`src/rtl/sha1_pkg.sv`:
```
// shared types, constants and a helper function for the sha-1 engine
package sha1_pkg;

	localparam int WORD_W  = 32;
	localparam int CNT_W   = 3;
	localparam int IDX_W   = 3;
	localparam int NUM_H   = 5;
	localparam int BLK_W   = 16;
	localparam int ROUNDS  = 80;
	localparam int RND_W   = 7;
	localparam int POS_W   = 4;
	localparam int LEN_W   = 64;

	typedef logic [WORD_W-1:0] word_t;

	// initial chaining values h0..h4
	localparam word_t IV [NUM_H] = '{
		32'h67452301, 32'hEFCDAB89, 32'h98BADCFE, 32'h10325476, 32'hC3D2E1F0
	};

	// round constants, one per group of twenty rounds
	localparam word_t K_0 = 32'h5A827999;
	localparam word_t K_1 = 32'h6ED9EBA1;
	localparam word_t K_2 = 32'h8F1BBCDC;
	localparam word_t K_3 = 32'hCA62C1D6;

	localparam logic [7:0] PAD_MARK = 8'h80;
	localparam word_t      MARK_WORD = {PAD_MARK, 24'h000000};

	localparam logic [IDX_W-1:0] LAST_IDX    = IDX_W'(NUM_H - 1);
	localparam logic [POS_W-1:0] LEN_HI_POS  = POS_W'(BLK_W - 2);
	localparam logic [POS_W-1:0] LAST_POS    = POS_W'(BLK_W - 1);
	localparam logic [RND_W-1:0] LAST_RND    = RND_W'(ROUNDS - 1);

	// sequencer states
	typedef enum logic [4:0] {
		ST_IDLE  = 5'b00001,
		ST_ROUND = 5'b00010,
		ST_FOLD  = 5'b00100,
		ST_PAD   = 5'b01000,
		ST_OUT   = 5'b10000
	} state_t;

	// next padding word to be pushed
	typedef enum logic [3:0] {
		PK_MARK  = 4'b0001,
		PK_ZERO  = 4'b0010,
		PK_LEN_LO = 4'b0100,
		PK_DONE  = 4'b1000
	} pad_kind_t;

	// keep the leading bytes of a partial final word and append the marker byte
	function automatic word_t pad_word(input word_t data, input logic [CNT_W-1:0] cnt);
		word_t res;
		unique case (cnt)
			3'd0:    res = MARK_WORD;
			3'd1:    res = {data[31:24], PAD_MARK, 16'h0000};
			3'd2:    res = {data[31:16], PAD_MARK, 8'h00};
			3'd3:    res = {data[31:8], PAD_MARK};
			default: res = data;
		endcase
		return res;
	endfunction

endpackage

```
`src/rtl/sha1_in_if.sv`:
```
// message word channel: valid, ready and word payload
interface sha1_in_if;
	import sha1_pkg::*;

	logic                 valid;
	logic                 ready;
	logic [WORD_W-1:0]    data_word;
	logic [CNT_W-1:0]     byte_count;
	logic                 last;

	modport source (output valid, data_word, byte_count, last, input ready);
	modport sink   (input valid, data_word, byte_count, last, output ready);
endinterface

```
`src/rtl/sha1_out_if.sv`:
```
// digest word channel: valid, ready and digest payload
interface sha1_out_if;
	import sha1_pkg::*;

	logic                 valid;
	logic                 ready;
	logic [WORD_W-1:0]    digest_word;
	logic [IDX_W-1:0]     word_index;
	logic                 last_word;

	modport source (output valid, digest_word, word_index, last_word, input ready);
	modport sink   (input valid, digest_word, word_index, last_word, output ready);
endinterface

```
`src/rtl/sha1_hash_engine.sv`:
```
// sha-1 engine: word intake, one-round-per-cycle compression, padding and digest output
// a word that does not complete a block is only shifted into the window; a word that completes
//   one starts the compression (intake, 80 rounds, chain fold); the final word adds its padding
//   words at one a cycle, one or two compressions, then the five digest words
// the block rate is set by the single round adder that runs one of the 80 rounds each cycle;
//   no message word is taken while a block is being compressed
// reset: arst_n clears the sequencer, loads h0..h4, zeroes bit length and word position
module sha1_hash_engine (
	input  logic           clk,
	input  logic           arst_n,
	sha1_in_if.sink        in_ch,
	sha1_out_if.source     out_ch
);
	import sha1_pkg::*;

	state_t               state_q, state_d;
	pad_kind_t            pad_kind_q, pad_kind_d;
	logic                 pad_on_q, pad_on_d;
	logic [RND_W-1:0]     rnd_q;
	logic [POS_W-1:0]     pos_q;
	logic [LEN_W-1:0]     bitlen_q, bitlen_d;
	logic [IDX_W-1:0]     out_idx_q;
	word_t                chain_q [NUM_H];
	word_t                wv_q [NUM_H];
	word_t                win_q [BLK_W];

	logic                 in_acc, out_acc;
	logic                 push_en;
	word_t                push_data;
	logic                 load_wv;
	logic                 fold_en;
	logic                 chain_clr;
	logic [CNT_W-1:0]     cnt_clamp;
	logic [LEN_W-1:0]     len_inc;

	word_t                f_val, k_val, t_val, sched;

	assign in_acc  = in_ch.valid && in_ch.ready;
	assign out_acc = out_ch.valid && out_ch.ready;

	assign in_ch.ready        = (state_q == ST_IDLE);
	assign out_ch.valid       = (state_q == ST_OUT);
	assign out_ch.digest_word = chain_q[out_idx_q];
	assign out_ch.word_index  = out_idx_q;
	assign out_ch.last_word   = (out_idx_q == LAST_IDX);

	// clamp the byte count of a final word to four
	assign cnt_clamp = (in_ch.byte_count > 3'd4) ? 3'd4 : in_ch.byte_count;
	assign len_inc   = in_ch.last ? LEN_W'({cnt_clamp, 3'b000}) : LEN_W'(WORD_W);

	// sequencer
	always_comb begin
		state_d    = state_q;
		pad_kind_d = pad_kind_q;
		pad_on_d   = pad_on_q;
		bitlen_d   = bitlen_q;
		push_en    = 1'b0;
		push_data  = in_ch.data_word;
		load_wv    = 1'b0;
		fold_en    = 1'b0;
		chain_clr  = 1'b0;
		unique case (state_q)
			ST_IDLE: begin
				if (in_acc) begin
					push_en  = 1'b1;
					bitlen_d = bitlen_q + len_inc;
					if (in_ch.last) begin
						push_data  = pad_word(in_ch.data_word, cnt_clamp);
						pad_on_d   = 1'b1;
						pad_kind_d = (cnt_clamp == 3'd4) ? PK_MARK : PK_ZERO;
						state_d    = ST_PAD;
					end
					if (pos_q == LAST_POS) begin
						load_wv = 1'b1;
						state_d = ST_ROUND;
					end
				end
			end
			ST_PAD: begin
				push_en = 1'b1;
				unique case (pad_kind_q)
					PK_MARK: begin
						push_data  = MARK_WORD;
						pad_kind_d = PK_ZERO;
					end
					PK_ZERO: begin
						if (pos_q == LEN_HI_POS) begin
							push_data  = bitlen_q[LEN_W-1:WORD_W];
							pad_kind_d = PK_LEN_LO;
						end else begin
							push_data = '0;
						end
					end
					PK_LEN_LO: begin
						push_data  = bitlen_q[WORD_W-1:0];
						pad_kind_d = PK_DONE;
					end
					default: begin
						push_data = '0;
					end
				endcase
				if (pos_q == LAST_POS) begin
					load_wv = 1'b1;
					state_d = ST_ROUND;
				end
			end
			ST_ROUND: begin
				if (rnd_q == LAST_RND) begin
					state_d = ST_FOLD;
				end
			end
			ST_FOLD: begin
				fold_en = 1'b1;
				if (!pad_on_q) begin
					state_d = ST_IDLE;
				end else if (pad_kind_q == PK_DONE) begin
					state_d = ST_OUT;
				end else begin
					state_d = ST_PAD;
				end
			end
			ST_OUT: begin
				if (out_acc && out_idx_q == LAST_IDX) begin
					chain_clr = 1'b1;
					pad_on_d  = 1'b0;
					bitlen_d  = '0;
					state_d   = ST_IDLE;
				end
			end
			default: begin
				state_d = ST_IDLE;
			end
		endcase
	end

	// round function and constant by round group
	always_comb begin
		priority if (rnd_q < RND_W'(20)) begin
			f_val = (wv_q[1] & wv_q[2]) | (~wv_q[1] & wv_q[3]);
			k_val = K_0;
		end else if (rnd_q < RND_W'(40)) begin
			f_val = wv_q[1] ^ wv_q[2] ^ wv_q[3];
			k_val = K_1;
		end else if (rnd_q < RND_W'(60)) begin
			f_val = (wv_q[1] & wv_q[2]) | (wv_q[1] & wv_q[3]) | (wv_q[2] & wv_q[3]);
			k_val = K_2;
		end else begin
			f_val = wv_q[1] ^ wv_q[2] ^ wv_q[3];
			k_val = K_3;
		end
	end

	// shared round adder and message schedule tap
	assign t_val = {wv_q[0][26:0], wv_q[0][31:27]} + f_val + wv_q[4] + k_val + win_q[0];
	assign sched = win_q[13] ^ win_q[8] ^ win_q[2] ^ win_q[0];

	// control registers
	always_ff @(posedge clk or negedge arst_n) begin
		if (!arst_n) begin
			state_q    <= ST_IDLE;
			pad_kind_q <= PK_ZERO;
			pad_on_q   <= 1'b0;
			rnd_q      <= '0;
			pos_q      <= '0;
			bitlen_q   <= '0;
			out_idx_q  <= '0;
		end else begin
			state_q    <= state_d;
			pad_kind_q <= pad_kind_d;
			pad_on_q   <= pad_on_d;
			bitlen_q   <= bitlen_d;
			if (push_en) begin
				pos_q <= pos_q + 1'b1;
			end
			if (state_q == ST_ROUND) begin
				rnd_q <= (rnd_q == LAST_RND) ? '0 : rnd_q + 1'b1;
			end
			if (out_acc) begin
				out_idx_q <= (out_idx_q == LAST_IDX) ? '0 : out_idx_q + 1'b1;
			end
		end
	end

	// chaining hash, reloaded with the initial values after each digest
	always_ff @(posedge clk or negedge arst_n) begin
		if (!arst_n) begin
			for (int i = 0; i < NUM_H; i++) begin
				chain_q[i] <= IV[i];
			end
		end else if (chain_clr) begin
			for (int i = 0; i < NUM_H; i++) begin
				chain_q[i] <= IV[i];
			end
		end else if (fold_en) begin
			for (int i = 0; i < NUM_H; i++) begin
				chain_q[i] <= chain_q[i] + wv_q[i];
			end
		end
	end

	// working variables a..e
	always_ff @(posedge clk) begin
		if (load_wv) begin
			for (int i = 0; i < NUM_H; i++) begin
				wv_q[i] <= chain_q[i];
			end
		end else if (state_q == ST_ROUND) begin
			wv_q[0] <= t_val;
			wv_q[1] <= wv_q[0];
			wv_q[2] <= {wv_q[1][1:0], wv_q[1][31:2]};
			wv_q[3] <= wv_q[2];
			wv_q[4] <= wv_q[3];
		end
	end

	// block window as a 16-word shift line: words enter at the top, schedule refills it
	always_ff @(posedge clk) begin
		if (push_en || state_q == ST_ROUND) begin
			for (int i = 0; i < BLK_W - 1; i++) begin
				win_q[i] <= win_q[i+1];
			end
			win_q[BLK_W-1] <= push_en ? push_data : {sched[30:0], sched[31]};
		end
	end

endmodule

```
`src/flat_wrapper.sv`:
```
// flat-port wrapper written by rule: the top's interface ports become plain ports
module sha1_hash_engine_flat import sha1_pkg::*;
  (clk, arst_n, in_ch_valid, in_ch_data_word, in_ch_byte_count, in_ch_last, in_ch_ready, out_ch_valid, out_ch_digest_word, out_ch_word_index, out_ch_last_word, out_ch_ready);
  sha1_in_if in_ch_i ();
  sha1_out_if out_ch_i ();
  input  logic clk;
  input  logic arst_n;
  input wire logic [$bits(in_ch_i.valid)-1:0] in_ch_valid;
  input wire logic [$bits(in_ch_i.data_word)-1:0] in_ch_data_word;
  input wire logic [$bits(in_ch_i.byte_count)-1:0] in_ch_byte_count;
  input wire logic [$bits(in_ch_i.last)-1:0] in_ch_last;
  output wire logic [$bits(in_ch_i.ready)-1:0] in_ch_ready;
  output wire logic [$bits(out_ch_i.valid)-1:0] out_ch_valid;
  output wire logic [$bits(out_ch_i.digest_word)-1:0] out_ch_digest_word;
  output wire logic [$bits(out_ch_i.word_index)-1:0] out_ch_word_index;
  output wire logic [$bits(out_ch_i.last_word)-1:0] out_ch_last_word;
  input wire logic [$bits(out_ch_i.ready)-1:0] out_ch_ready;
  assign in_ch_i.valid = in_ch_valid;
  assign in_ch_i.data_word = in_ch_data_word;
  assign in_ch_i.byte_count = in_ch_byte_count;
  assign in_ch_i.last = in_ch_last;
  assign in_ch_ready = in_ch_i.ready;
  assign out_ch_valid = out_ch_i.valid;
  assign out_ch_digest_word = out_ch_i.digest_word;
  assign out_ch_word_index = out_ch_i.word_index;
  assign out_ch_last_word = out_ch_i.last_word;
  assign out_ch_i.ready = out_ch_ready;
  sha1_hash_engine u_core (.clk(clk), .arst_n(arst_n), .in_ch(in_ch_i), .out_ch(out_ch_i));
endmodule
```
`config.mk`:
```
export PLATFORM = sky130hd
export DESIGN_NAME = sha1_hash_engine_flat
export DESIGN_NICKNAME = d
export VERILOG_FILES = /design/src/rtl/sha1_pkg.sv /design/src/rtl/sha1_in_if.sv /design/src/rtl/sha1_out_if.sv /design/src/rtl/sha1_hash_engine.sv /design/src/flat_wrapper.sv
export SDC_FILE = /design/constraint.sdc
export NUM_CORES = 2
export LEC_CHECK = 0
export BUFFER_PORTS_ARGS = -buffer_cell sky130_fd_sc_hd__buf_4
export CAP_MARGIN = 20
export CORE_ASPECT_RATIO = 2
export CORE_MARGIN = 1.5
export CORE_UTILIZATION = 50
export DETAILED_ROUTE_END_ITERATION = 8
export HOLD_SLACK_MARGIN = 0.12
export PLACE_DENSITY = 0.66
export REMOVE_ABC_BUFFERS = 1
export SETUP_SLACK_MARGIN = 0.4
export SLEW_MARGIN = 25
export SYNTH_ARGS = -nofsm -noshare
export SYNTH_HDL_FRONTEND = slang
export SYNTH_SLANG_ARGS = --single-unit
```
`constraint.sdc`:
```
create_clock -name clk -period 25.8 [get_ports clk]
set_clock_uncertainty 0.1 [all_clocks]
set_input_delay 1.29 -clock clk [delete_from_list [all_inputs] [get_ports clk]]
set_output_delay 1.29 -clock clk [all_outputs]
set_load 0.1 [all_outputs]
```
==> flow_summary.ini <==
[timing]
fmax_mhz = 143
rsz0062_at_grt = false
worst_slack_ns = 18.78
final-max-slew-violation-count = 0
worst_slew_pin_slew_ns = 1.25
setup_tns_ns = 0
finalHoldViolations = 0
whs_ns = 0.301
period_share_pct = 27.2
min_period_ns = 7.02
finalSetupViolations = 0
max_slew_margin_pct = 15.3

[clocking]
cts_resized = 0
clock_latency_ns = 0.68
clock-sinks = 917
cts_hold_buf = 0
tritoncts = built
cts_inserted_buffers = 82
root_buffer = clkbuf_16
htreeDepth = 3
postCtsSetupBuffers = 0
clockBufferDepth = 3
clkTransAtPathRegs_ns = 0.07

[critical_path]
r2r_end = u_core.wv_q[0][29]$_DFFE_PP_
criticalPathCategory = register to register
r2r_cells = 25
arrival_ns = 7.31
crit_path_max_incr_delay_ns = 0.56
slowest_stage = or4_1
crit_path_start_kind = register
critPathMostFrequentCell = inv_1
end_kind = register
r2r_setup_slack_ns = 18.78
rr_startpoint = u_core.rnd_q[5]$_DFFE_PN0P_
cp_max_fo = 33
crit_required_ns = 26.09

[global_route]
grt_remaining_overflow = 0
grt_use_total_pct = 27.9
grt_pass1_vias = 34400
grt_first_pass_wirelength_um = 203000
antenna_found_initial = 2
grt_max_degree = 213

[pwr]
p_per_area_nw_per_um2 = 118
leakagePower_nw = 21.1
irDropWorstVdd_mv = 0.0960

[synth]
ys_async_sr_fraction_pct = 26.7
avgSynthCellArea_um2 = 11.3
ys_seq_area_share_pct = 55.1
syn-cell-area_um2 = 47900
synth.distinct_cells = 77
synthCells = 4239
synth_warnings = 0
synthFlopType = edfxtp_1
synth_edf_count = 672
synth_seq_cells = 917

[status]
status = finished, violations left
failed_checks = design-rule violations

[layout]
nets = 4662
fin_cells = 5583
fill_cells = 8015
drive_above_1_share_pct = 8.96
area_delta_synth_final_pct = 10.2

[route]
wl_um = 134000
ant_nets = 0
wire_per_inst_um = 24.0
routed-via-count = 33200
first_pass_iters = 8
viasPerCell = 5.94
drtIter0Drc = 2214
route.detailed.drc = 1

[placement]
portBuffers = 77
dp_cells = 5426
dpl.hpwl_um = 96500
gp_congestion = 0.940
pre_cts_slack_ns = 18.92

[worst_hold_path]
min_from = u_core.win_q[1][44]$_DFFE_PP_
hold_path_depth = 0
holdPathEnd = u_core.win_q[1][12]$_DFFE_PP_
worstHoldPathType = register to register

[floorplanning]
start_util_pct = 50.4
dieHeight_um = 441
dieArea_um2 = 97800
core_um2 = 95100
placementRows = 160
die-width_um = 222
ios = 78

[flow_run]
cap_violations = 0
[layout by cell type, fill, tap and decap left out, types with 15 or more instances in the layout]
master       n
clkbuf_16   84
a31oi_1     19
xnor2_1    198
fa_1       118
a21oi_1    279
o21a_1      29
nand4_1     25
and3_1      26
inv_1      271
dfstp_2     82
o22ai_1     37
a211oi_1    46
dfrtp_1    160
a221o_1     17
or3_1       31
xor2_1     116
o21bai_1    15
nor2b_1     16
edfxtp_1   672
o31ai_1     16
buf_4      122
nand3_1    111
a22oi_1     30
ha_1       208
mux2i_1     94
nand2b_1    17
o21ai_0    294
nand2_1    549
a21o_1     112
nor3_1      57
nor2_1     272
[worst max-delay path: cells and delay by family, from the launching register on]
family / cells / cell delay [ns]
buffers and inverters: 6 / 1.55
DFF: 1 / 0.50
and+or+nand+nor: 5 / 0.95
adders and majority gates: 4 / 1.32
AOI/OAI and AO/OA: 9 / 2.12
xor gates and xnor gates: 1 / 0.16
[cells in the mapped netlist, drive strengths merged, types with 6 or more instances]
library cell | n | area [um2]
o21a | 29 | 218
nand2b | 18 | 113
dfstp | 82 | 2150
ha | 208 | 2600
mux2i | 94 | 941
inv | 272 | 1020
o21bai | 15 | 113
clkbuf | 131 | 492
o22a | 7 | 61.3
xnor2 | 198 | 1730
nand3 | 115 | 586
and3 | 27 | 169
o22ai | 37 | 231
a31oi | 19 | 119
a211oi | 46 | 345
fa | 118 | 2360
nand2 | 551 | 2070
xor2 | 116 | 1020
edfxtp | 672 | 20200
o21ai | 296 | 1480
a22oi | 30 | 225
a221o | 17 | 170
o31ai | 16 | 120
buf | 23 | 90.1
a221oi | 6 | 52.6
nor4 | 7 | 50.1
o211ai | 6 | 45.0
a21oi | 280 | 1400
or2 | 10 | 62.6
nand4 | 25 | 156
a211o | 11 | 96.3
nor2b | 16 | 100
a21o | 113 | 850
or3 | 31 | 194
and4 | 6 | 52.6
and2 | 12 | 75.1
nor2 | 277 | 1050
nor3 | 58 | 295
dfrtp | 163 | 4080
[through the flow]
stage / area, um2 / utilization [%] / power [mW]
final: 52800 / 55.5 / 6.24
after global routing: 52800 / 55.5 / 6.61
after detailed placement: 50000 / 52.6 / 4.97
after floorplan: 47300 / - / 4.46
after global placement: 50000 / 52.5 / 4.93
after CTS: 52800 / 55.5 / 6.27
[sequential cells by signal, indices dropped and copies added (netlist names)]
name / flops
u_core.wv_q: 160
u_core.rnd_q: 7
u_core.bitlen_q: 61
u_core.win_q: 512
u_core.out_ch.word_index: 3
u_core.pad_kind_q: 4
u_core.pad_on_q: 1
u_core.chain_q: 160
u_core.state_q: 5
u_core.pos_q: 4
[cells by family after synthesis]
kind of cell / synth area share [%]
mux: 2.13
fa+ha+maj: 10.4
buf+inv: 3.35
flops: 55.1
xor+xnor: 5.74
compound gates: 12.6
simple gates: 10.7
[area by class of cell]
cell class / instances / area (um2) / area share, %
sequential: 917 / 26400 / 50.0
multi-input combinational: 2896 / 20000 / 38.0
clock buffer: 108 / 2300 / 4.36
tap: 1215 / 1520 / 2.88
inverter: 272 / 1020 / 1.93
timing repair buffer: 127 / 1000 / 1.90
clock inverter: 46 / 477 / 0.903
antenna: 2 / 5.00 / 0.00948
[power breakdown]
group          total, mW  internal, mW  switching [mW]
logic               2.34         0.869            1.47
registers           2.62          2.35           0.274
clock network       1.28         0.707           0.576
[per-layer routing]
metal | up-vias | track usage (%) | part of all wire (%)
met1 | 16400 | 29.4 | 35
met3 | 435 | 3.81 | 4.4
met2 | 1068 | 49.7 | 51
met4 | 0 | 22.8 | 8.8
met5 | - | 0 | 0
li1 | 15200 | - | -
[worst max-delay path by stage]
stage / from / to / slack (ns) / cells after the start
after floorplan: u_core.state_q[3]$_DFFE_PN0P_ / u_core.wv_q[0][0]$_DFFE_PP_ / 4.79 / 3
after global placement: u_core.rnd_q[5]$_DFFE_PN0P_ / u_core.wv_q[0][29]$_DFFE_PP_ / 19.05 / 25
after detailed placement: u_core.rnd_q[5]$_DFFE_PN0P_ / u_core.wv_q[0][29]$_DFFE_PP_ / 18.92 / 25
after CTS: u_core.rnd_q[5]$_DFFE_PN0P_ / u_core.wv_q[0][29]$_DFFE_PP_ / 18.89 / 25
after global routing: u_core.rnd_q[3]$_DFFE_PN0P_ / u_core.wv_q[0][29]$_DFFE_PP_ / 18.50 / 25
final: u_core.rnd_q[5]$_DFFE_PN0P_ / u_core.wv_q[0][29]$_DFFE_PP_ / 18.78 / 25
Power figures use the tool's default switching activity.
